**src/hw/rtl/vff_pkg.sv**
```systemverilog
package vff_pkg;

    localparam int DEF_MAX_LINE  = 4096;
    localparam int DEF_FRAC_BITS = 16;
    localparam int LEN_W         = 13;
    localparam logic [LEN_W-1:0] LINE_LEN_RESET = 13'd64;

    localparam logic signed [63:0] CLIP_HI = 64'sh0000_0000_7FFF_FFFF;
    localparam logic signed [63:0] CLIP_LO = -64'sh0000_0000_8000_0000;

    typedef struct packed {
        logic signed [31:0] vel_x;
        logic signed [31:0] vel_y;
        logic        [30:0] viscosity;
        logic        [30:0] conductivity;
        logic signed [31:0] grad_u_x;
        logic signed [31:0] grad_u_y;
        logic signed [31:0] grad_v_x;
        logic signed [31:0] grad_v_y;
        logic signed [31:0] grad_temp_x;
        logic signed [31:0] grad_temp_y;
        logic signed [31:0] normal_x;
        logic signed [31:0] normal_y;
    } cell_in_t;

    typedef struct packed {
        logic signed [31:0] flux_mom_x;
        logic signed [31:0] flux_mom_y;
        logic signed [31:0] flux_energy;
        logic               saturated;
    } flux_out_t;

    // face word handed from front to back: averages and gradient combos
    typedef struct packed {
        logic signed [31:0] ua;
        logic signed [31:0] va;
        logic signed [31:0] ma;
        logic signed [31:0] ka;
        logic signed [31:0] dxx;
        logic signed [31:0] dyy;
        logic signed [31:0] sxy;
        logic signed [31:0] gtx;
        logic signed [31:0] gty;
        logic signed [31:0] nx;
        logic signed [31:0] ny;
        logic               sat;
    } face_word_t;

    typedef struct packed {
        logic signed [31:0] v;
        logic               sat;
    } clip_t;

    typedef enum logic [1:0] {
        BK_IDLE,
        BK_RUN,
        BK_DONE
    } back_state_t;

    function automatic clip_t clip32(input logic signed [63:0] x);
        clip_t c;
        c.sat = 1'b0;
        c.v   = x[31:0];
        if (x > CLIP_HI)
        begin
            c.sat = 1'b1;
            c.v   = 32'sh7FFF_FFFF;
        end
        else if (x < CLIP_LO)
        begin
            c.sat = 1'b1;
            c.v   = -32'sh8000_0000;
        end
        return c;
    endfunction

endpackage

```
**src/hw/rtl/vff_front.sv**
```systemverilog
module vff_front #(
    parameter int MAX_LINE = vff_pkg::DEF_MAX_LINE
) (
    input  logic                      clk,
    input  logic                      rst_n,
    input  logic                      in_valid,
    output logic                      in_stall,
    input  vff_pkg::cell_in_t         in_word,
    input  logic                      cfg_wr_en,
    input  logic [vff_pkg::LEN_W-1:0] cfg_wr_data,
    input  logic                      q_full,
    output logic                      q_push,
    output vff_pkg::face_word_t       q_word
);

    localparam int POS_W = (MAX_LINE > 2) ? $clog2(MAX_LINE) : 1;
    localparam int CMP_W = ((vff_pkg::LEN_W > POS_W + 1) ? vff_pkg::LEN_W : POS_W + 1) + 1;

    logic [vff_pkg::LEN_W-1:0] line_length_reg;
    logic [POS_W-1:0]          pos_reg, pos_next;
    logic signed [31:0]        prev_vx_reg, prev_vy_reg;
    logic [30:0]               prev_mu_reg, prev_k_reg;

    logic              accept;
    logic [CMP_W-1:0]  eff_len, len_ext, pos_inc;
    logic signed [32:0] su, sv;
    logic [31:0]        sm, sk;
    vff_pkg::clip_t     c_dxx, c_dyy, c_sxy;

    assign in_stall = q_full;
    assign accept   = in_valid && !q_full;
    assign q_push   = accept && (pos_reg != '0);

    always_comb
    begin
        len_ext = CMP_W'(line_length_reg);
        if (len_ext < CMP_W'(2))
            eff_len = CMP_W'(2);
        else if (len_ext > CMP_W'(MAX_LINE))
            eff_len = CMP_W'(MAX_LINE);
        else
            eff_len = len_ext;
        pos_inc = CMP_W'(pos_reg) + CMP_W'(1);
        if (pos_inc >= eff_len)
            pos_next = '0;
        else
            pos_next = pos_inc[POS_W-1:0];
    end

    always_comb
    begin
        su = {prev_vx_reg[31], prev_vx_reg} + {in_word.vel_x[31], in_word.vel_x};
        sv = {prev_vy_reg[31], prev_vy_reg} + {in_word.vel_y[31], in_word.vel_y};
        sm = {1'b0, prev_mu_reg} + {1'b0, in_word.viscosity};
        sk = {1'b0, prev_k_reg} + {1'b0, in_word.conductivity};
        c_dxx = vff_pkg::clip32(({{32{in_word.grad_u_x[31]}}, in_word.grad_u_x} <<< 1)
                                - {{32{in_word.grad_v_y[31]}}, in_word.grad_v_y});
        c_dyy = vff_pkg::clip32(({{32{in_word.grad_v_y[31]}}, in_word.grad_v_y} <<< 1)
                                - {{32{in_word.grad_u_x[31]}}, in_word.grad_u_x});
        c_sxy = vff_pkg::clip32({{32{in_word.grad_u_y[31]}}, in_word.grad_u_y}
                                + {{32{in_word.grad_v_x[31]}}, in_word.grad_v_x});
        q_word.ua  = su[32:1];
        q_word.va  = sv[32:1];
        q_word.ma  = {1'b0, sm[31:1]};
        q_word.ka  = {1'b0, sk[31:1]};
        q_word.dxx = c_dxx.v;
        q_word.dyy = c_dyy.v;
        q_word.sxy = c_sxy.v;
        q_word.gtx = in_word.grad_temp_x;
        q_word.gty = in_word.grad_temp_y;
        q_word.nx  = in_word.normal_x;
        q_word.ny  = in_word.normal_y;
        q_word.sat = c_dxx.sat | c_dyy.sat | c_sxy.sat;
    end

    always_ff @(posedge clk or negedge rst_n)
    begin
        if (!rst_n)
        begin
            line_length_reg <= vff_pkg::LINE_LEN_RESET;
            pos_reg         <= '0;
            prev_vx_reg     <= '0;
            prev_vy_reg     <= '0;
            prev_mu_reg     <= '0;
            prev_k_reg      <= '0;
        end
        else
        begin
            if (cfg_wr_en)
                line_length_reg <= cfg_wr_data;
            if (accept)
            begin
                pos_reg     <= pos_next;
                prev_vx_reg <= in_word.vel_x;
                prev_vy_reg <= in_word.vel_y;
                prev_mu_reg <= in_word.viscosity;
                prev_k_reg  <= in_word.conductivity;
            end
        end
    end

endmodule

```
**config.mk**
```make
export PLATFORM = sky130hd
export DESIGN_NAME = vff_front
export DESIGN_NICKNAME = d
export VERILOG_FILES = /design/src/hw/rtl/vff_pkg.sv /design/src/hw/rtl/vff_front.sv
export SDC_FILE = /design/constraint.sdc
export NUM_CORES = 1
export LEC_CHECK = 0
export BUFFER_PORTS_ARGS = -buffer_cell sky130_fd_sc_hd__buf_2
export CORE_AREA = 2 2 294 296
export DETAILED_ROUTE_END_ITERATION = 8
export DIE_AREA = 0 0 296 298
export PLACE_DENSITY = 0.51
export SLEW_MARGIN = 5
export SYNTH_ARGS = -nofsm -noshare
export SYNTH_HDL_FRONTEND = slang
export SYNTH_SLANG_ARGS = --single-unit
```
**constraint.sdc**
```tcl
create_clock -name clk -period 3.5 [get_ports clk]
set_clock_uncertainty 0.2 [all_clocks]
set_input_delay 0.175 -clock clk [delete_from_list [all_inputs] [get_ports clk]]
set_output_delay 0.175 -clock clk [all_outputs]
set_load 0.01 [all_outputs]
```
==> results.yml <==
floorplan:
  design.die.area_mm2: 0.0882
  num_rows: 107
  width_of_the_die_um: 296
  core_mm2: 0.0849
  ios: 755
  floorplan.initialDensity_pct: 22.6
  die_h_um: 298
synthesis:
  sequential_share_of_the_synthesized_area_pct: 19.7
  ys.warnings.count: 0
  post-synth-top-area-fraction_pct: 19.6
  synth_enable_flop_cells: 0
  synth-xor-area-share_pct: 8.95
  synthesis.area_per_instance_um2: 7.64
  post_synth_inst_count: 2506
  post_synth_and_or_nand_nor_area_fraction_pct: 19.1
  synthFlopType: "sky130_fd_sc_hd__dfrtp_1"
  synth.area.mux_share_pct: 0.699
  synthesis.area_mm2: 0.0192
  post_synth_fa_ha_maj_area_fraction_pct: 16.1
  yosys_register_bits: 151
  synth_top_family_by_area: "compound AO/OA/AOI/OAI gates"
  async_flop_share_pct: 100
  synthTopCellsByArea: "sky130_fd_sc_hd__dfrtp_1, sky130_fd_sc_hd__ha_1, sky130_fd_sc_hd__nand2_1"
  yosys.area.top_type: "sky130_fd_sc_hd__dfrtp_1"
  netlist-cell-type-count: 97
  synth_compound_area_share_pct: 25.8
grt:
  wire_length_of_the_first_global_routing_pass_mm: 117
  gr-usage-all-layers_pct: 16.9
  vias_in_the_first_global_route: 20713
  sum_of_overflow_across_all_layers_after_global_routing: 0
  grt_start_max_net_pins: 73
  grt_antenna_before_repair: 24
routing:
  post_drt_wl_per_cell_um: 17.7
  final_routed_wirelength_mm: 78.5
  viasPerCell: 4.65
  dr.pass1.iters: 5
  route.vias.total: 20653
  dr.first_iter.drc_count: 774
  ant_nets: 0
  drt_drc_violations_left: 0
clocking:
  path_clk_slew_ns: 0.07
  cts.sinks: 151
  clock_tree.root_cell: "sky130_fd_sc_hd__clkbuf_16"
  h-tree-depth: 4
  tritoncts.num_buffers: 17
  cts_tree: "built"
  clk_latency_ns: 0.46
  clock_tree.buffer_depth: 2
critical_path:
  max_fanout_on_critical_path: 4
  crit-reg2reg-launch: "line_length_reg[8]"
  worstSetupEndpoint: "q_word[341]"
  worstReg2RegEnd: "pos_reg[9]"
  worst-endpoint-required_ns: 3.12
  cp_data_arrival_time_ns: 3.34
  timing.setup.critical_path_class: "register to output pin"
  r2r_setup_slack_ns: 0.29
  reg2regPathDepth: 15
  startpoint_class_of_the_critical_path: "register"
  crit_start: "prev_vx_reg[2]"
  timing.critical_path.to_type: "output pin"
flow_run:
  drv_cap: 0
power:
  leakage_uw: 0.0139
  power.ir.vdd_worst_mv: 0.363
  power-per-cell-area_mw_per_mm2: 405
  power.total_uw: 11600
status:
  run_status: "finished with violations"
  failing_checks: "setup timing"
timing:
  min_period_over_period_pct: 106
  relSlewSlack_pct: 35.8
  post-route-worst-setup-slack_ns: -0.210
  drv_slew: 0
  unrepaired_setup_endpoints_after_global_routing: "yes"
  final-setup-viol-count: 22
  worstMarginPinSlew_ns: 0.963
  final_hold_viol_count: 0
  setup_tns_ns: -2.52
  final_period_minus_worst_setup_slack_ns: 3.71
  achievable-frequency_mhz: 270
placed_design:
  detailedPlacementHpwl_mm: 61.4
  port_buffer_cells: 496
  gp_congestion: 0.971
final_layout:
  finalNetCount: 3921
  post_route_cells_drive_above_1_share_pct: 35.5
  final_core_utilization_pct: 33.8
  area_growth_pct: 49.8
hold_path:
  hold_class: "primary input to async pin"
## placed cells by master (no fill, tap or decap), types with 57 or more instances in the layout
| cell type | count |
|---|---|
| sky130_fd_sc_hd__a21o_1 | 121 |
| sky130_fd_sc_hd__a21oi_1 | 160 |
| sky130_fd_sc_hd__buf_2 | 469 |
| sky130_fd_sc_hd__buf_4 | 242 |
| sky130_fd_sc_hd__dfrtp_1 | 150 |
| sky130_fd_sc_hd__dlygate4sd3_1 | 168 |
| sky130_fd_sc_hd__ha_1 | 172 |
| sky130_fd_sc_hd__inv_1 | 138 |
| sky130_fd_sc_hd__nand2_1 | 495 |
| sky130_fd_sc_hd__nor2_1 | 108 |
| sky130_fd_sc_hd__o21ai_0 | 86 |
| sky130_fd_sc_hd__xnor2_1 | 125 |
| sky130_fd_sc_hd__xor2_1 | 57 |
## critical path, stage by stage (launching register included)
cell,delay [ns]
sky130_fd_sc_hd__dfrtp_1,0.42
sky130_fd_sc_hd__ha_4,0.31
sky130_fd_sc_hd__nand4_1,0.18
sky130_fd_sc_hd__a2111oi_4,0.47
sky130_fd_sc_hd__o21ai_4,0.15
sky130_fd_sc_hd__o211ai_1,0.25
sky130_fd_sc_hd__a221oi_2,0.10
sky130_fd_sc_hd__buf_4,0.16
sky130_fd_sc_hd__buf_4,0.13
sky130_fd_sc_hd__buf_6,0.11
sky130_fd_sc_hd__o21bai_1,0.13
sky130_fd_sc_hd__a21oi_1,0.09
sky130_fd_sc_hd__xnor2_1,0.19
sky130_fd_sc_hd__buf_4,0.19
## power by group
group | internal, µW | leakage, µW | total [µW] | switching [µW]
clock | 1030 | 0.000286 | 1950 | 918
combinational | 3530 | 0.0117 | 7540 | 4010
sequential | 1970 | 0.00187 | 2140 | 170
total | 6530 | 0.0139 | 11600 | 5100
## logic make-up (layout without fill, tap and decap cells)
kind of cell               count (synthesis)  count (layout)
AOI/OAI and AO/OA                        729             729
xor gates and xnor gates                 195             195
adders and majority gates                243             243
buffers and inverters                    338            1125
DFF                                      151             151
muxes                                     12              12
other                                      1               6
and+or+nand+nor                          837             837
## cells in the mapped netlist, drive strengths merged, types with 8 or more instances
cell / count
nand2: 509
ha: 233
a21oi: 208
o21ai: 167
dfrtp: 150
buf: 147
inv: 146
xnor2: 133
a21o: 123
nor2: 116
xor2: 62
nand3: 47
clkbuf: 45
o21a: 28
nand2b: 27
o21bai: 27
nor3: 24
and2: 23
a31oi: 21
nor2b: 21
a211oi: 19
a31o: 19
o211ai: 18
nand4: 17
and3: 16
o31ai: 13
mux2: 11
o22ai: 11
or3: 10
and4: 8
## worst min-delay path by stage
stage	depth (start not counted)	startpoint	end
2_1_floorplan	0	rst_n	line_length_reg[0]
5_1_grt	2	rst_n	prev_vy_reg[30]
3_5_place_dp	1	rst_n	prev_vy_reg[30]
4_1_cts	2	rst_n	prev_k_reg[15]
6_report	2	rst_n	prev_vy_reg[30]
3_3_place_gp	1	rst_n	prev_vy_reg[30]
## stage by stage
step / hold WS (ns) / area [µm²] / worst slack (ns) / std cells
3_3_place_gp: 0.0171 / 23300 / -0.317 / 4151
3_5_place_dp: 0.0170 / 23300 / -0.334 / 4151
5_1_grt: 0.0992 / 28700 / -0.378 / 4440
2_1_floorplan: -0.321 / 19200 / 0.157 / 2507
6_report: 0.0708 / 28700 / -0.210 / 4442
4_1_cts: 0.0508 / 27100 / -0.315 / 4396
## repair_timing
| action | in CTS | in global routing |
|---|---|---|
| hold endpoints to repair | 198 | 0 |
| setup endpoints to repair | 119 | 145 |
| buffers inserted | 43 | 42 |
| gates resized for setup | 203 | 237 |
| pin swaps | 118 | 179 |
| gates cloned | 4 | 5 |
| hold buffers | 168 | 0 |
## cell type report
type                            count  area [µm²]
Antenna cell                        4        10.0
Clock buffer                       18         439
Clock inverter                     14         159
Fill cell                        9109       56200
Inverter                          146         553
Multi-Input combinational cell   2018       15500
Sequential cell                   151        3780
Tap cell                         1144        1430
Timing Repair Buffer              947        6820
## layer usage
layer / vias up / wire [µm] / global-route usage [%] / part of all wire, %
li1: 10196 / - / - / -
met2: 541 / 37300 / 28.7 / 47
met5: - / 353 / 0.942 / 0.45
met1: 9739 / 33400 / 20.3 / 43
met4: 38 / 1810 / 5.18 / 2.3
met3: 139 / 5610 / 5.00 / 7.2
(Power assumes the default switching activity.)
