`src/hw/rtl/vff_pkg.sv`:
```
package vff_pkg;

    localparam int DEF_MAX_LINE  = 4096;
    localparam int DEF_FRAC_BITS = 16;
    localparam int LEN_W         = 13;
    localparam logic [LEN_W-1:0] LINE_LEN_RESET = 13'd64;

    localparam logic signed [63:0] CLIP_HI = 64'sh0000_0000_7FFF_FFFF;
    localparam logic signed [63:0] CLIP_LO = -64'sh0000_0000_8000_0000;

    typedef struct packed {
        logic signed [31:0] vel_x;
        logic signed [31:0] vel_y;
        logic        [30:0] viscosity;
        logic        [30:0] conductivity;
        logic signed [31:0] grad_u_x;
        logic signed [31:0] grad_u_y;
        logic signed [31:0] grad_v_x;
        logic signed [31:0] grad_v_y;
        logic signed [31:0] grad_temp_x;
        logic signed [31:0] grad_temp_y;
        logic signed [31:0] normal_x;
        logic signed [31:0] normal_y;
    } cell_in_t;

    typedef struct packed {
        logic signed [31:0] flux_mom_x;
        logic signed [31:0] flux_mom_y;
        logic signed [31:0] flux_energy;
        logic               saturated;
    } flux_out_t;

    // face word handed from front to back: averages and gradient combos
    typedef struct packed {
        logic signed [31:0] ua;
        logic signed [31:0] va;
        logic signed [31:0] ma;
        logic signed [31:0] ka;
        logic signed [31:0] dxx;
        logic signed [31:0] dyy;
        logic signed [31:0] sxy;
        logic signed [31:0] gtx;
        logic signed [31:0] gty;
        logic signed [31:0] nx;
        logic signed [31:0] ny;
        logic               sat;
    } face_word_t;

    typedef struct packed {
        logic signed [31:0] v;
        logic               sat;
    } clip_t;

    typedef enum logic [1:0] {
        BK_IDLE,
        BK_RUN,
        BK_DONE
    } back_state_t;

    function automatic clip_t clip32(input logic signed [63:0] x);
        clip_t c;
        c.sat = 1'b0;
        c.v   = x[31:0];
        if (x > CLIP_HI)
        begin
            c.sat = 1'b1;
            c.v   = 32'sh7FFF_FFFF;
        end
        else if (x < CLIP_LO)
        begin
            c.sat = 1'b1;
            c.v   = -32'sh8000_0000;
        end
        return c;
    endfunction

endpackage

```
`src/hw/rtl/vff_back.sv`:
```
module vff_back #(
    parameter int FRAC_BITS = vff_pkg::DEF_FRAC_BITS
) (
    input  logic                clk,
    input  logic                rst_n,
    input  logic                q_empty,
    input  vff_pkg::face_word_t q_word,
    output logic                q_pop,
    output logic                out_valid,
    input  logic                out_stall,
    output vff_pkg::flux_out_t  out_word
);

    localparam logic signed [31:0] TWO_THIRDS =
        32'((((64'sd1) <<< (FRAC_BITS + 1)) + 64'sd1) / 64'sd3);
    localparam logic signed [63:0] RND = 64'sd1 <<< (FRAC_BITS - 1);

    vff_pkg::back_state_t state_reg, state_next;
    vff_pkg::face_word_t  w_reg;
    vff_pkg::flux_out_t   out_reg;
    logic                 out_valid_reg;
    logic [3:0]           step_reg;
    logic                 phase_reg;
    logic signed [63:0]   prod_reg;
    logic signed [33:0]   acc_reg;
    logic signed [31:0]   m23_reg, txx_reg, tyy_reg, txy_reg, phx_reg, phy_reg;
    logic signed [31:0]   fx_reg, fy_reg, fe_reg;
    logic                 flag_reg;

    logic signed [31:0]   op_a, op_b;
    logic signed [63:0]   rnd;
    vff_pkg::clip_t       r, s;
    logic signed [33:0]   r_ext;
    logic                 load_out, last;

    assign out_valid = out_valid_reg;
    assign out_word  = out_reg;
    assign last      = (step_reg == 4'd15) && phase_reg;

    // operand schedule: stresses, then heat/work terms, then normal projections
    always_comb
    begin
        unique case (step_reg)
            4'd0:    begin op_a = TWO_THIRDS; op_b = w_reg.ma;  end
            4'd1:    begin op_a = m23_reg;    op_b = w_reg.dxx; end
            4'd2:    begin op_a = m23_reg;    op_b = w_reg.dyy; end
            4'd3:    begin op_a = w_reg.ma;   op_b = w_reg.sxy; end
            4'd4:    begin op_a = w_reg.ua;   op_b = txx_reg;   end
            4'd5:    begin op_a = w_reg.va;   op_b = txy_reg;   end
            4'd6:    begin op_a = w_reg.ka;   op_b = w_reg.gtx; end
            4'd7:    begin op_a = w_reg.ua;   op_b = txy_reg;   end
            4'd8:    begin op_a = w_reg.va;   op_b = tyy_reg;   end
            4'd9:    begin op_a = w_reg.ka;   op_b = w_reg.gty; end
            4'd10:   begin op_a = w_reg.nx;   op_b = txx_reg;   end
            4'd11:   begin op_a = w_reg.ny;   op_b = txy_reg;   end
            4'd12:   begin op_a = w_reg.nx;   op_b = txy_reg;   end
            4'd13:   begin op_a = w_reg.ny;   op_b = tyy_reg;   end
            4'd14:   begin op_a = w_reg.nx;   op_b = phx_reg;   end
            default: begin op_a = w_reg.ny;   op_b = phy_reg;   end
        endcase
    end

    always_comb
    begin
        rnd   = (prod_reg + RND) >>> FRAC_BITS;
        r     = vff_pkg::clip32(rnd);
        r_ext = {{2{r.v[31]}}, r.v};
        s     = vff_pkg::clip32({{30{acc_reg[33]}}, acc_reg} + {{30{r_ext[33]}}, r_ext});
    end

    always_comb
    begin
        state_next = state_reg;
        q_pop      = 1'b0;
        load_out   = 1'b0;
        unique case (state_reg)
            vff_pkg::BK_IDLE:
            begin
                if (!q_empty)
                begin
                    q_pop      = 1'b1;
                    state_next = vff_pkg::BK_RUN;
                end
            end
            vff_pkg::BK_RUN:
            begin
                if (last)
                    state_next = vff_pkg::BK_DONE;
            end
            vff_pkg::BK_DONE:
            begin
                if (!out_valid_reg || !out_stall)
                begin
                    load_out   = 1'b1;
                    state_next = vff_pkg::BK_IDLE;
                end
            end
            default: state_next = vff_pkg::BK_IDLE;
        endcase
    end

    always_ff @(posedge clk or negedge rst_n)
    begin
        if (!rst_n)
        begin
            state_reg     <= vff_pkg::BK_IDLE;
            out_valid_reg <= 1'b0;
            step_reg      <= '0;
            phase_reg     <= 1'b0;
        end
        else
        begin
            state_reg <= state_next;
            if (load_out)
                out_valid_reg <= 1'b1;
            else if (!out_stall)
                out_valid_reg <= 1'b0;
            if (q_pop)
            begin
                step_reg  <= '0;
                phase_reg <= 1'b0;
            end
            else if (state_reg == vff_pkg::BK_RUN)
            begin
                phase_reg <= !phase_reg;
                if (phase_reg)
                    step_reg <= step_reg + 4'd1;
            end
        end
    end

    always_ff @(posedge clk)
    begin
        if (q_pop)
        begin
            w_reg    <= q_word;
            flag_reg <= q_word.sat;
        end
        else if (state_reg == vff_pkg::BK_RUN)
        begin
            if (!phase_reg)
                prod_reg <= op_a * op_b;
            else
            begin
                unique case (step_reg)
                    4'd0:  m23_reg <= r.v;
                    4'd1:  txx_reg <= r.v;
                    4'd2:  tyy_reg <= r.v;
                    4'd3:  txy_reg <= r.v;
                    4'd4, 4'd7, 4'd10, 4'd12, 4'd14: acc_reg <= r_ext;
                    4'd5, 4'd8: acc_reg <= acc_reg + r_ext;
                    4'd6:  phx_reg <= s.v;
                    4'd9:  phy_reg <= s.v;
                    4'd11: fx_reg  <= s.v;
                    4'd13: fy_reg  <= s.v;
                    default: fe_reg <= s.v;
                endcase
                priority case (step_reg)
                    4'd6, 4'd9, 4'd11, 4'd13, 4'd15: flag_reg <= flag_reg | r.sat | s.sat;
                    default: flag_reg <= flag_reg | r.sat;
                endcase
            end
        end
        if (load_out)
        begin
            out_reg.flux_mom_x  <= fx_reg;
            out_reg.flux_mom_y  <= fy_reg;
            out_reg.flux_energy <= fe_reg;
            out_reg.saturated   <= flag_reg;
        end
    end

endmodule

```
`config.mk`:
```
export PLATFORM = sky130hd
export DESIGN_NAME = vff_back
export DESIGN_NICKNAME = d
export VERILOG_FILES = /design/src/hw/rtl/vff_pkg.sv /design/src/hw/rtl/vff_back.sv
export SDC_FILE = /design/constraint.sdc
export NUM_CORES = 2
export LEC_CHECK = 0
export BUFFER_PORTS_ARGS = -buffer_cell sky130_fd_sc_hd__buf_2
export CAP_MARGIN = 20
export CORE_MARGIN = 3
export CORE_UTILIZATION = 60
export DETAILED_ROUTE_END_ITERATION = 16
export PLACE_DENSITY_LB_ADDON = 0.25
export SLEW_MARGIN = 20
export SYNTH_ARGS = -nofsm -noshare
export SYNTH_HDL_FRONTEND = slang
export SYNTH_SLANG_ARGS = --single-unit
```
`constraint.sdc`:
```
create_clock -name clk -period 34 [get_ports clk]
set_input_delay 1.7 -clock clk [delete_from_list [all_inputs] [get_ports clk]]
set_output_delay 1.7 -clock clk [all_outputs]
set_load 0.005 [all_outputs]
```
==> metrics.md <==
| Metric | Value |
|---|---|
| Outcome | completed |
| Post-Syn Nets | about 7700 |
| CP delay by family, top | adder cells |
| Setup_tns | 0 ps |
| DR WL/cell | around 27 um |
| Critical Path Fanout Max | 29 |
| Fin Hold WS | just over 400 ps |
| First-pass DRT Iterations | 8 |
| Port-buffer cells | around 460 |
| Slowest-stage cell, CP | a222oi_1 |
| Num CTS Buffers | slightly below 80 |
| TritonCTS Sinks | between 800 and 900 |
| Post-cts resize count | 0 |
| Final WS setup | between 20000 and 25000 ps |
| Buf/Inv on CP | 7 |
| Synth Flop Type | edfxtp_1 |
| Syn. warnings | 0 |
| Die Ht | 342 um |
| Setup crit end | prod_reg[56]$_DFFE_PP_ |
| Yosys top cell by area | edfxtp_1 |
| Compound-Gate Fraction of Synth Area | 7.31% |
| Synth cell count leaders | 1107 x inv_1, 1083 x fa_1, 821 x edfxtp_1 |
| Critical path startpoint | step_reg[0]$_DFFE_PN0P_ |
| Final setup fails | 0 |
| FILL cells | 8462 |
| DRC viols | 0 |
| Final Wtd Congestion | 1.02 |
| Seq cells post-synth | around 830 |
| Worst path arrival time | 12680 ps |
| Asr flop ratio synth | less than 1% |
| Die Area | ~120000 sq um |
| Post-DRT Antenna Nets | 0 |
| Synth Instances | approximately 6000 |
| Largest family of logic cells by synthesized area | adder cells |
| Core area | ~110000 sq um |
| Post-layout util | roughly two thirds |
| Via density | approximately 6.2 |
| Synth Area in XOR/XNOR | 1.65% |
| # nets final | 8037 |
| Total global routing overflow | 0 |
| Largest net degree at the start of global routing | between 80 and 90 |
| Number of stages on the worst setup path | 32 |
| DP Wirelength | roughly 160 mm |
| Number of global-route vias before repair | 50587 |
| Mux contribution to synthesized area | less than 1% |
| Hold buffers post-CTS | 0 |
| CTS Buffer Depth | 3 |
| Largest register FFs | ~350 |
| Syn-to-layout area delta | 10.1% |
| Share of cells above drive strength 1 | 12.6% |
| Minimum clock period | 12310 ps |
| Max-slew headroom | between 10% and 20% |
| Area fraction of the dominant cell type after synthesis | between 30% and 40% |
| Vias after detailed routing | 49114 |
| Initial core utilization | 60.8% |
| Final Cycle Share | between 30% and 40% |
| Final Skew | about 42 ps |
| Fmax | between 80 and 90 MHz |
| Post-CTS setup buffers | 0 |
| Die width | about 340 um |
| Crit end category | flop |
| Rows | 122 |
| Avg Cell Area, Syn | approximately 11 sq um |
| CTS tree | yes |
| Worst-path clk slew | around 60 ps |
| Antenna violations before repair | 21 |
| Synth unique cells | 86 |
| Unrepaired setup endpoints after global routing | no |
| Most frequent cell after synthesis | inv_1 |
| Hold Path Class | reg2reg |
| Final WL | between 200 and 250 mm |
| Ports | roughly 460 |
| Cell Area, Synth | roughly 68000 sq um |
| Final Hold Fails | 0 |
| Max incr delay on CP | around 1100 ps |
| Reg2reg end | prod_reg[56]$_DFFE_PP_ |
| Simple-gate share of the synthesized area | between 10% and 20% |
| Register area share after synthesis | 36.7% |
| Crit Path Class | reg2reg |
| Setup WS pre-CTS | 21930 ps |
| Required @ worst endpoint | approximately 34000 ps |
| Htree depth | 3 |
| Clock latency on the worst-skew pair | roughly 650 ps |
| Max-cap violations | 0 |
| DRT iter0 DRCs | between 5000 and 6000 |
| Crit start category | flop |
| Synth area leaders | edfxtp_1 36%, fa_1 32%, inv_1 6.1% |
| R2R cell count | 32 |
| Post-Synth Adder-Cell Area | 36.0% |
| First-pass GRT wire length | 318 mm |
| Worst R2R Start | step_reg[0]$_DFFE_PN0P_ |
| Post-synth EDFFs | ~800 |
| Root Buffer | clkbuf_16 |
| Worst-margin pin slew | around 1300 ps |
| Tot GR Track Use | 37.3% |
| Slew Viols, Final | 0 |
| Most used cell along the critical path | fa_1 |
| Reg2reg setup slack | roughly 22000 ps |
-- layout by cell type (no fill, tap or decap), types with 34 or more instances in the layout --
cell,Yosys,layout
edfxtp_1,821,821
o21ai_1,37,34
buf_4,4,139
xor2_1,53,53
buf_2,9,457
a21o_1,59,59
o21a_1,35,35
ha_1,218,218
nand2b_1,37,37
nor3_1,59,56
clkbuf_16,0,79
nand4_1,52,52
a22oi_1,65,64
xnor2_1,75,75
o21ai_0,135,124
or2_2,35,35
a21oi_1,99,97
nand2_1,644,644
fa_1,1083,1083
inv_1,1107,1107
nor2_1,619,601
a222oi_1,82,82
nand3_1,68,68
-- worst min path at each step --
stage	startpoint	to	slack (ps)	cells after the start
final	fy_reg[5]$_DFFE_PP_	out_word[38]$_DFFE_PP_	410	0
after global routing	fx_reg[20]$_DFFE_PP_	out_word[85]$_DFFE_PP_	420	0
after CTS	fe_reg[12]$_DFFE_PP_	out_word[13]$_DFFE_PP_	410	0
after detailed placement	fe_reg[12]$_DFFE_PP_	out_word[13]$_DFFE_PP_	400	0
after global placement	fx_reg[1]$_DFFE_PP_	out_word[66]$_DFFE_PP_	400	0
after floorplan	fe_reg[9]$_DFFE_PP_	out_word[10]$_DFFE_PP_	400	0
-- per-stage QoR --
stage / std cells / area (sq um)
floorplan: 6002 / 67800
global placement: 7782 / 72000
detailed placement: 7785 / 72000
CTS: 7927 / 74500
global route: 7945 / 74600
finish: 7956 / 74600
-- layout make-up --
class	instances	area, sq um	area share, %
Clock buffer	90	2020	2.70
Inverter	1108	4160	5.57
Timing Repair Buffer	599	3380	4.53
Tap cell	1488	1860	2.49
Multi-Input combinational cell	3764	37800	50.7
Clock inverter	52	452	0.605
Sequential cell	829	24900	33.3
Antenna cell	26	65.1	0.0872
-- worst register-to-register path, delay by kind of cell, from the launching register on --
| kind | cells | cell delay [ps] |
|---|---|---|
| compound gates | 7 | 2730 |
| xor+xnor | 1 | 150 |
| fa+ha+maj | 10 | 5700 |
| buf+inv | 7 | 1050 |
| flops | 1 | 440 |
| simple gates | 7 | 1950 |
-- logic make-up (layout without fill, tap and decap cells) --
group / Yosys count / after routing
adders and majority gates: 1301 / 1301
xor gates and xnor gates: 128 / 128
muxes: 15 / 15
DFF: 829 / 829
buffers and inverters: 1409 / 1849
AOI/OAI and AO/OA: 696 / 696
other: 0 / 26
and+or+nand+nor: 1624 / 1624
-- per-layer routing --
layer  global-route usage [%]  vias to the layer above  share of wire [%]
met3                     11.3                      774                 13
met1                     47.4                    24754                 34
met2                     58.2                     3399                 46
li1                         -                    20187                  -
met5                        0                        -                  0
met4                     19.7                        0                6.4
Power is not shown: default switching activity piles up to over one toggle a cycle in this logic, so the estimate is an artifact.
