## src/hw/rtl/vff_pkg.sv

```systemverilog
package vff_pkg;

    localparam int DEF_MAX_LINE  = 4096;
    localparam int DEF_FRAC_BITS = 16;
    localparam int LEN_W         = 13;
    localparam logic [LEN_W-1:0] LINE_LEN_RESET = 13'd64;

    localparam logic signed [63:0] CLIP_HI = 64'sh0000_0000_7FFF_FFFF;
    localparam logic signed [63:0] CLIP_LO = -64'sh0000_0000_8000_0000;

    typedef struct packed {
        logic signed [31:0] vel_x;
        logic signed [31:0] vel_y;
        logic        [30:0] viscosity;
        logic        [30:0] conductivity;
        logic signed [31:0] grad_u_x;
        logic signed [31:0] grad_u_y;
        logic signed [31:0] grad_v_x;
        logic signed [31:0] grad_v_y;
        logic signed [31:0] grad_temp_x;
        logic signed [31:0] grad_temp_y;
        logic signed [31:0] normal_x;
        logic signed [31:0] normal_y;
    } cell_in_t;

    typedef struct packed {
        logic signed [31:0] flux_mom_x;
        logic signed [31:0] flux_mom_y;
        logic signed [31:0] flux_energy;
        logic               saturated;
    } flux_out_t;

    // face word handed from front to back: averages and gradient combos
    typedef struct packed {
        logic signed [31:0] ua;
        logic signed [31:0] va;
        logic signed [31:0] ma;
        logic signed [31:0] ka;
        logic signed [31:0] dxx;
        logic signed [31:0] dyy;
        logic signed [31:0] sxy;
        logic signed [31:0] gtx;
        logic signed [31:0] gty;
        logic signed [31:0] nx;
        logic signed [31:0] ny;
        logic               sat;
    } face_word_t;

    typedef struct packed {
        logic signed [31:0] v;
        logic               sat;
    } clip_t;

    typedef enum logic [1:0] {
        BK_IDLE,
        BK_RUN,
        BK_DONE
    } back_state_t;

    function automatic clip_t clip32(input logic signed [63:0] x);
        clip_t c;
        c.sat = 1'b0;
        c.v   = x[31:0];
        if (x > CLIP_HI)
        begin
            c.sat = 1'b1;
            c.v   = 32'sh7FFF_FFFF;
        end
        else if (x < CLIP_LO)
        begin
            c.sat = 1'b1;
            c.v   = -32'sh8000_0000;
        end
        return c;
    endfunction

endpackage

```

## src/hw/rtl/vff_queue.sv

```systemverilog
module vff_queue (
    input  logic                clk,
    input  logic                rst_n,
    input  logic                push,
    input  vff_pkg::face_word_t push_word,
    output logic                full,
    input  logic                pop,
    output logic                empty,
    output vff_pkg::face_word_t pop_word
);

    vff_pkg::face_word_t mem [2];
    logic       wr_ptr_reg, rd_ptr_reg;
    logic [1:0] count_reg;

    assign full     = (count_reg == 2'd2);
    assign empty    = (count_reg == 2'd0);
    assign pop_word = mem[rd_ptr_reg];

    always_ff @(posedge clk)
    begin
        if (push)
            mem[wr_ptr_reg] <= push_word;
    end

    always_ff @(posedge clk or negedge rst_n)
    begin
        if (!rst_n)
        begin
            wr_ptr_reg <= 1'b0;
            rd_ptr_reg <= 1'b0;
            count_reg  <= 2'd0;
        end
        else
        begin
            if (push)
                wr_ptr_reg <= !wr_ptr_reg;
            if (pop)
                rd_ptr_reg <= !rd_ptr_reg;
            if (push && !pop)
                count_reg <= count_reg + 2'd1;
            else if (pop && !push)
                count_reg <= count_reg - 2'd1;
        end
    end

endmodule

```

## config.mk

```make
export PLATFORM = sky130hd
export DESIGN_NAME = vff_queue
export DESIGN_NICKNAME = d
export VERILOG_FILES = /design/src/hw/rtl/vff_pkg.sv /design/src/hw/rtl/vff_queue.sv
export SDC_FILE = /design/constraint.sdc
export NUM_CORES = 1
export LEC_CHECK = 0
export ABC_AREA = 1
export BUFFER_PORTS_ARGS = -buffer_cell sky130_fd_sc_hd__buf_2
export CELL_PAD_IN_SITES_DETAIL_PLACEMENT = 2
export CELL_PAD_IN_SITES_GLOBAL_PLACEMENT = 2
export CORE_AREA = 2 2 317 241
export CTS_CLUSTER_SIZE = 16
export DETAILED_ROUTE_END_ITERATION = 10
export DIE_AREA = 0 0 319 243
export HOLD_SLACK_MARGIN = 0.1
export PLACE_DENSITY_LB_ADDON = 0.1
export RECOVER_POWER = 100
export SETUP_SLACK_MARGIN = 0.02
export SLEW_MARGIN = 5
export SYNTH_ARGS = -nofsm -noshare
export SYNTH_HDL_FRONTEND = slang
export SYNTH_SLANG_ARGS = --single-unit
```

## constraint.sdc

```tcl
create_clock -name clk -period 17.35 [get_ports clk]
set_input_delay 1.735 -clock clk [delete_from_list [all_inputs] [get_ports clk]]
set_output_delay 1.735 -clock clk [all_outputs]
set_load 0.05 [all_outputs]
```

==> results of run 1 <==
[worst register-to-register path: cells and delay by family (launching register included)]
family,cells,cell delay [ns]
flops,1,0.41
simple gates,1,0.10
buf+inv,3,7.84
[final timing paths]
path	from	endpoint	depth (start not counted)
max	push	mem[0][234]	5
min	wr_ptr_reg	wr_ptr_reg	1
max reg2reg	wr_ptr_reg	mem[1][246]	4
min reg2reg	wr_ptr_reg	wr_ptr_reg	1
max in group asynchronous	rst_n	rd_ptr_reg	1
min in group asynchronous	rst_n	wr_ptr_reg	1
[cell families (layout without fill, tap and decap cells)]
| logic type | Yosys count | count (layout) | share of synthesized area, % |
|---|---|---|---|
| flip-flops | 710 | 710 | 82.4 |
| multiplexers | 353 | 353 | 16.3 |
| buffers and inverters | 46 | 861 | 1.03 |
| AND/OR/NAND/NOR | 10 | 10 | 0.160 |
| XOR/XNOR | 3 | 3 | 0.102 |
| adder cells (fa/ha/maj) | 1 | 1 | 0.0484 |
| other | 0 | 20 | 0 |
[synthesized netlist by cell type]
master	number	area, um^2
buf_2	32	160
xor2_1	2	17.5
edfxtp_1	706	21200
nand4_1	1	6.26
nor2_1	3	11.3
nand2_1	5	18.8
xnor2_1	1	8.76
nand3_1	1	5.00
mux2_4	60	901
inv_1	7	26.3
mux2_2	293	3300
buf_6	7	78.8
ha_1	1	12.5
dfrtp_1	4	100
[power groups by stage]
stage	Combinational [mW]	Sequential, mW	Clock [mW]
floorplan	2.07	2.48	0
global placement	2.68	2.40	0
detailed placement	2.69	2.43	0
CTS	2.69	2.40	1.53
global route	2.64	2.49	1.59
finish	2.53	2.44	1.47
[final cells by class]
cell class,instances,area share [%]
sequential,710,66.7
multi-input combinational,367,12.9
timing repair buffer,720,9.46
clock buffer,100,6.17
tap,979,3.84
clock inverter,34,0.682
antenna,20,0.157
inverter,7,0.0862
[stage by stage]
stage | std cells | hold WS [ns]
2_1_floorplan | 1123 | 0.463
3_3_place_gp | 2783 | 0.498
3_5_place_dp | 2783 | 0.525
4_1_cts | 2917 | 0.540
5_1_grt | 2931 | 0.539
6_report | 2937 | 0.507
[routing by layer]
layer	track usage [%]	part of all wire [%]	vias up
met5	0	0.14	-
met4	7.03	3.1	16
met3	5.93	6.8	130
met2	33.4	56	414
met1	18.4	34	6849
li1	-	-	6037
==> impl_metrics.ini, run 1 <==
[logic_synthesis]
yosys_register_bits = 710
syn_inst = 1123
yosysSeqAreaShare_pct = 82.4
netlist_area_um2 = 25800
synth.distinct_cells = 14
synth_area_per_cell_um2 = 23.0
yosys_warnings = 0
syn_nets = 1481

[power_and_ir_drop]
combPwrFrac_pct = 39.3
p_seq_share_pct = 37.8
vdd_ir_drop_max_mv = 0.131
switching_share_pct = 42.0
p_int_mw = 3.74
p_sw_mw = 2.71
clockPowerShare_pct = 22.9
p_per_area_nw_per_um2 = 202
finalPower_mw = 6.45
p_leak_nw = 10.8

[drt]
wirelength_um = 71200
drtIter0Drc = 728
drc_errors = 0
via_per_inst = 4.58
dr_total_vias = 13446
drtAntennaViolNets = 0
wire_per_inst_um = 24.3
first_pass_iters = 4

[timing]
period_share_pct = 59.1
fin_worst_skew_ns = 0.0113
setup_tns_ns = 0
rsz0062_at_grt = false
drv_slew = 675
max_slew_margin_pct = -540
finalCriticalPeriod_ns = 10.26
worst_pin_slew_ns = 9.60
fmax_mhz = 97.5
hold_violations = 0
final-setup-viol-count = 0
setup_ws_ns = 7.09

[setup_path]
start_kind = input pin
worstSetupEndpointType = flop
path_cells = clkbuf_1, inv_1, nor2_1, clkbuf_1, buf_4
critPathRequiredTime_ns = 17.57
slowest_delay_ns = 6.61
critical_path.slowest_cell = clkbuf_1
cp_max_fo = 158
timing.critical_path.mode_cell = clkbuf_1
reg2reg_slack_ns = 8.03
path_class = input pin to flop
crit_buf_inv = 4
critPathArrivalTime_ns = 10.48
crit_family = buffers and inverters

[layout]
utilization_pct = 42.9
final_area_um2 = 31900
drive_gt1_share_pct = 31.9
regArea_um2 = 21300
final_cell_mix = edfxtp_1 (706), clkbuf_1 (517), mux2_2 (281)
largest_reg_flops = 706
nets = 2238
area_growth_pct = 23.5
final_common_cell = edfxtp_1
multiInputGateArea_um2 = 4110
fillerInstances = 7358

[floorplanning]
ios = 712
fp.dieH_um = 243
die_x_um = 319
core-area_um2 = 74500
die-area_um2 = 77500
start_util_pct = 34.7
rows = 87

[place]
dp_hpwl_um = 49200
port_buffers = 711
dp_slack_ns = 12.21
place_area_um2 = 30500
place_congestion = 0.748

[clock_tree]
hold_buffers = 0
clkSlewWorstSetupHoldPaths_ns = 0.06
cts_buffer_depth = 3
cts_root_buf = clkbuf_16
htreeDepth = 3
cts_sinks = 710
clock_latency_ns = 0.60
ctsResizeCount = 0
cts_tree = done
cts_buffers = 74
postCtsSetupRepairBufs = 0

[grt]
gr-usage-all-layers_pct = 17.9
grt-ovfl-total = 0
grt_pass1_wl_um = 101000
grt_pass1_vias = 15030
grt_max_degree = 170
antenna_found_initial = 27

[min_path]
hold_path.class = flop to flop

[run]
max_cap_violations = 8

[run_status]
outcome = finished with violations
violations = capacitance limit, slew limit
Power figures use the tool's default switching activity.
==> run 2, diff against run 1 <==
==> constraint.sdc (replaced) <==
create_clock -name clk -period 8.6 [get_ports clk]
set_input_delay 0.86 -clock clk [delete_from_list [all_inputs] [get_ports clk]]
set_output_delay 0.86 -clock clk [all_outputs]
set_load 0.05 [all_outputs]
==> run 2 against run 1 <==
  * The run still ends with capacitance limit, slew limit left
  * Critical path depth stayed put
  * Combinational power is 100% higher
  * First-iteration DRC count is 12% lower
  * Register-to-register slack worse by 5.3 ns
  * Critical path type unchanged
  * Total power increased by 100%
  * Count of clock-buffer cells in the layout is 9 lower
  * Cell area up 0.48%
  * Worst setup slack lost 4.5 ns
  * Routed wire length rose by 1.0%
  * Clock skew about the same
  * Clock power rose by 110%
  * Sequential share of layout area decreased by 0.32 points
  * Largest power group unchanged
==> impl_metrics.ini, run 2 (synthesized netlist as in run 1, its figures left out) <==
[grt]
grt-ovfl-total = 0
grt_pass1_vias = 14925
gr-usage-all-layers_pct = 18.2
antenna_found_initial = 29
grt_max_degree = 177
grt_pass1_wl_um = 102000

[floorplanning]
die_x_um = 319
fp.dieH_um = 243
rows = 87
start_util_pct = 34.7
die-area_um2 = 77500
ios = 712
core-area_um2 = 74500

[setup_path]
slowest_delay_ns = 2.87
path_cells = clkbuf_1, inv_1, nor2_1, clkbuf_2, clkbuf_2
worstSetupEndpointType = flop
crit_buf_inv = 4
critical_path.slowest_cell = clkbuf_2
timing.critical_path.mode_cell = clkbuf_2
crit_family = buffers and inverters
cp_max_fo = 143
start_kind = input pin
critPathArrivalTime_ns = 6.14
path_class = input pin to flop
critPathRequiredTime_ns = 8.78

[clock_tree]
cts_buffer_depth = 3
postCtsSetupRepairBufs = 0
cts_sinks = 710
cts_tree = done
ctsResizeCount = 0
clkSlewWorstSetupHoldPaths_ns = 0.06
cts_root_buf = clkbuf_16
cts_buffers = 74
htreeDepth = 3
clock_latency_ns = 0.60

[layout]
final_area_um2 = 32100
largest_reg_flops = 706
final_common_cell = edfxtp_1
area_growth_pct = 24.1
final_cell_mix = edfxtp_1 (706), clkbuf_1 (545), mux2_2 (284)
nets = 2239
drive_gt1_share_pct = 31.4

[run_status]
violations = capacitance limit, slew limit
outcome = finished with violations

[timing]
rsz0062_at_grt = false
period_share_pct = 69.3
worst_pin_slew_ns = 4.20
fin_worst_skew_ns = 0.0111
finalCriticalPeriod_ns = 5.96
hold_violations = 0
setup_ws_ns = 2.64
setup_tns_ns = 0
final-setup-viol-count = 0
max_slew_margin_pct = -180
fmax_mhz = 168
drv_slew = 662

[min_path]
hold_path.class = input pin to flop

[drt]
drc_errors = 0
first_pass_iters = 4
wirelength_um = 72000
drtIter0Drc = 642
wire_per_inst_um = 24.5
via_per_inst = 4.65
drtAntennaViolNets = 0
dr_total_vias = 13635

[place]
port_buffers = 711
dp_slack_ns = 4.89
dp_hpwl_um = 49700
place_congestion = 0.752
place_area_um2 = 30500

[run]
max_cap_violations = 7

[power_and_ir_drop]
vdd_ir_drop_max_mv = 0.249
p_leak_nw = 10.8
p_per_area_nw_per_um2 = 408
run 2: layout make-up:
cell class / count / area (um^2)
Antenna cell: 17 / 42.5
Clock buffer: 91 / 2000
Clock inverter: 42 / 307
Fill cell: 7365 / 42400
Inverter: 7 / 33.8
Multi-Input combinational cell: 367 / 4200
Sequential cell: 710 / 21300
Tap cell: 979 / 1220
Timing Repair Buffer: 721 / 2960
run 2: report_power, final:
group          switching (mW)  total, mW  internal [mW]
logic                    3.96       5.12           1.16
clock network            1.32       3.09           1.77
registers               0.212       4.88           4.67
run 2: worst paths after layout:
| kind | start | to | slack (ns) | depth (start not counted) |
|---|---|---|---|---|
| worst min-delay path | push_word[185] | mem[1][185] | 0.43 | 1 |
| worst min register to register | count_reg[1] | count_reg[1] | 0.52 | 2 |
| worst max-delay path | push | mem[0][162] | 2.64 | 5 |
| min in group asynchronous | rst_n | wr_ptr_reg | 0.70 | 2 |
| max in group asynchronous | rst_n | count_reg[1] | 7.68 | 2 |
| worst max register to register | wr_ptr_reg | mem[0][162] | 2.70 | 3 |
run 2: worst reg2reg max path: stages, from the launching register on:
cell      delay (ns)
dfrtp_1         0.42
nor2_1          0.15
clkbuf_2        2.88
clkbuf_2        1.92
run 2: layer usage:
metal	vias to the layer above	GRT usage (%)	wire length, um	share of wire (%)
met1	7044	18.5	24500	34
met5	-	0	120	0.17
li1	6030	-	-	-
met3	140	5.93	4680	6.5
met2	403	33.9	40400	56
met4	18	7.53	2320	3.2
run 2: repair_timing:
action | in CTS | in global routing
endpoints found under the hold margin | 4 | 0
setup endpoints to repair | 0 | 0
hold buffers | 1 | 0
run 2: metrics by stage:
| step | utilization (%) | power [mW] | cells | hold WS (ns) |
|---|---|---|---|---|
| floorplan | - | 9.12 | 1123 | 0.463 |
| global placement | 41.0 | 10.3 | 2783 | 0.488 |
| detailed placement | 41.0 | 10.3 | 2783 | 0.511 |
| CTS | 44.1 | 13.5 | 2917 | 0.374 |
| global route | 43.1 | 13.6 | 2929 | 0.387 |
| finish | 43.1 | 13.1 | 2934 | 0.435 |
==> run 3, diff against run 2 <==
--- a/config.mk
+++ b/config.mk
@@ -5,14 +5,14 @@
 export SDC_FILE = /design/constraint.sdc
 export NUM_CORES = 1
 export LEC_CHECK = 0
-export ABC_AREA = 1
+export ABC_AREA = 0
 export BUFFER_PORTS_ARGS = -buffer_cell sky130_fd_sc_hd__buf_2
 export CELL_PAD_IN_SITES_DETAIL_PLACEMENT = 2
 export CELL_PAD_IN_SITES_GLOBAL_PLACEMENT = 2
-export CORE_AREA = 2 2 317 241
+export CORE_AREA = 2 2 305 231
 export CTS_CLUSTER_SIZE = 16
 export DETAILED_ROUTE_END_ITERATION = 10
-export DIE_AREA = 0 0 319 243
+export DIE_AREA = 0 0 307 233
 export HOLD_SLACK_MARGIN = 0.1
 export PLACE_DENSITY_LB_ADDON = 0.1
 export RECOVER_POWER = 100
==> constraint.sdc (replaced) <==
create_clock -name clk -period 6.18 [get_ports clk]
set_input_delay 0.618 -clock clk [delete_from_list [all_inputs] [get_ports clk]]
set_output_delay 0.618 -clock clk [all_outputs]
set_load 0.05 [all_outputs]
==> run 3 against run 2 <==
  * The flow still finishes with violations (capacitance limit, slew limit)
  * Worst setup slack lost 1.2 ns
  * Sequential cell count unchanged
  * Synthesized area hardly changed
  * Combinational power up 42%
  * Critical path depth down 2
  * Sequential share of layout area shrank 0.079 points
  * Register-to-register slack got worse by 0.64 ns
  * Sequential power grew 39%
  * Largest cell class unchanged
  * Count of clock-buffer cells in the layout shrank 2
  * Total power increased by 39%
==> impl_metrics.ini, run 3 <==
[run_status]
outcome = finished with violations
violations = capacitance limit, slew limit

[setup_path]
worstSetupEndpointType = primary output
path_class = flop to primary output
critPathRequiredTime_ns = 5.56
reg2reg_slack_ns = 2.06
start_kind = flop
critPathArrivalTime_ns = 4.09
r2r_cells = 2
cp_max_fo = 71

[logic_synthesis]
synth_area_per_cell_um2 = 23.2
synthFlopType = edfxtp_1
yosys_warnings = 0
netlist_area_um2 = 25800
ys_top_cells_by_count = edfxtp_1 (706), mux2_2 (293), mux2_4 (60), buf_2 (32), buf_6 (7)
synthTopCellsByArea = edfxtp_1 (82%), mux2_2 (13%), mux2_4 (3.5%)
yosys_register_bits = 710
synth.most_common_cell = edfxtp_1
async_flop_share_pct = 0.563
yosys.area.top_type_share_pct = 82.1
syn_inst = 1114
syn_nets = 1472
synth_edf_count = 706
synth_area_leader_cell = edfxtp_1
yosysSeqAreaShare_pct = 82.5
synth.distinct_cells = 13

[timing]
max_slew_margin_pct = -182
fin_worst_skew_ns = 0.0190
drv_slew = 586
worst_pin_slew_ns = 4.24
setup_tns_ns = 0
final-setup-viol-count = 0
finalCriticalPeriod_ns = 4.71
setup_ws_ns = 1.47
hold_violations = 0
fmax_mhz = 213
whs_ns = 0.199
rsz0062_at_grt = false
period_share_pct = 76.1

[drt]
wire_per_inst_um = 25.7
via_per_inst = 4.75
drtAntennaViolNets = 0
first_pass_iters = 4
dr_total_vias = 13512
wirelength_um = 73200
drc_errors = 0
drtIter0Drc = 688

[clock_tree]
cts_sinks = 710
postCtsSetupRepairBufs = 0
clkSlewWorstSetupHoldPaths_ns = 0.06
clock_latency_ns = 0.60
cts_root_buf = clkbuf_16
hold_buffers = 1
cts_tree = done
htreeDepth = 3
cts_buffer_depth = 3
cts_buffers = 73
ctsResizeCount = 0

[place]
place_congestion = 0.758
dp_slack_ns = 2.98
port_buffers = 711
dp_hpwl_um = 51000

[layout]
nets = 2229
drive_gt1_share_pct = 39.5
final_common_cell = edfxtp_1
final_cell_mix = edfxtp_1 (706), clkbuf_1 (403), buf_2 (326)
fillerInstances = 6529
largest_reg_flops = 706
utilization_pct = 47.0
area_growth_pct = 24.4

[floorplanning]
ios = 712
start_util_pct = 37.8
fp.dieH_um = 233
rows = 83
core-area_um2 = 68300
die-area_um2 = 71500
die_x_um = 307

[grt]
grt_max_degree = 145
grt_pass1_vias = 15010
grt-ovfl-total = 0
antenna_found_initial = 32
gr-usage-met3_pct = 7.20
gr-usage-all-layers_pct = 19.9
busiest_layer = met2
grt_pass1_wl_um = 102000
grt.met2_usage_pct = 37.1
use_met1_pct = 20.1

[power_and_ir_drop]
p_per_area_nw_per_um2 = 567
p_sw_mw = 7.64
vdd_ir_drop_max_mv = 0.342
p_int_mw = 10.6
p_leak_nw = 11.2
switching_share_pct = 42.0
combPwrFrac_pct = 40.0
finalPower_mw = 18.2
p_seq_share_pct = 37.4
clockPowerShare_pct = 22.7

[run]
max_cap_violations = 6

[min_path]
hold_path.class = input pin to flop
hold_depth = 1
==> run 3: cell types whose count changed in the layout (fill, tap and decap cells not counted), moves of 5 or more <==
| cell | before | now |
|---|---|---|
| buf_2 | 176 | 326 |
| nand2_1 | 5 | 0 |
| inv_1 | 6 | 1 |
| clkbuf_16 | 78 | 73 |
| mux2_4 | 39 | 60 |
| diode_2 | 17 | 26 |
| mux2_2 | 284 | 272 |
| mux2_1 | 30 | 21 |
| buf_1 | 5 | 0 |
| clkbuf_1 | 545 | 403 |
==> run 3: through the flow <==
| stage | cells | cell area, um^2 |
|---|---|---|
| final | 2845 | 32100 |
| after global routing | 2836 | 32100 |
| after CTS | 2819 | 32600 |
| after detailed placement | 2687 | 30400 |
| after global placement | 2687 | 30400 |
| after floorplan | 1114 | 25800 |
==> run 3: routing by layer <==
metal  wire (um)  share of wire (%)
met5         118               0.16
met4        2530                3.5
met3        5820                8.0
met2       40400                 55
met1       24300                 33
==> run 3: worst max-delay path: stages, from the launching register on <==
cell and delay, ns:
dfrtp_4 1.11, clkbuf_1 1.47, mux2_2 0.39, clkbuf_1 0.47
==> run 3: kinds of logic (layout without fill, tap and decap cells) <==
group                      count (synthesis)  after routing  share of synthesized area (%)
adders and majority gates                  1              1                         0.0484
other                                      0             26                              0
xor gates and xnor gates                   5              5                          0.170
DFF                                      710            710                           82.5
buffers and inverters                     40            853                          0.940
muxes                                    353            353                           16.3
and+or+nand+nor                            5              5                          0.102
==> run 3: power by group through the flow <==
stage	combinational [mW]	clock (mW)	sequential, mW
floorplan	5.81	0	6.79
global placement	7.48	0	6.77
detailed placement	7.53	0	6.84
CTS	7.55	4.25	6.75
global route	7.58	4.43	6.91
finish	7.28	4.12	6.80
==> run 3: layout make-up <==
type | count | area [um^2] | area share (%)
timing repair buffer | 721 | 3180 | 9.90
tap | 892 | 1120 | 3.48
clock inverter | 42 | 278 | 0.865
sequential | 710 | 21300 | 66.3
clock buffer | 89 | 1890 | 5.88
antenna | 26 | 65.1 | 0.203
inverter | 1 | 3.75 | 0.0117
multi-input combinational | 364 | 4280 | 13.3
==> run 3: path summary, 6_finish.rpt <==
kind	start	endpoint
min in group asynchronous	rst_n	rd_ptr_reg
worst min register to register	wr_ptr_reg	wr_ptr_reg
max in group asynchronous	rst_n	rd_ptr_reg
worst min-delay path	push_word[351]	mem[0][351]
worst max-delay path	rd_ptr_reg	pop_word[21]
worst max register to register	wr_ptr_reg	mem[0][40]
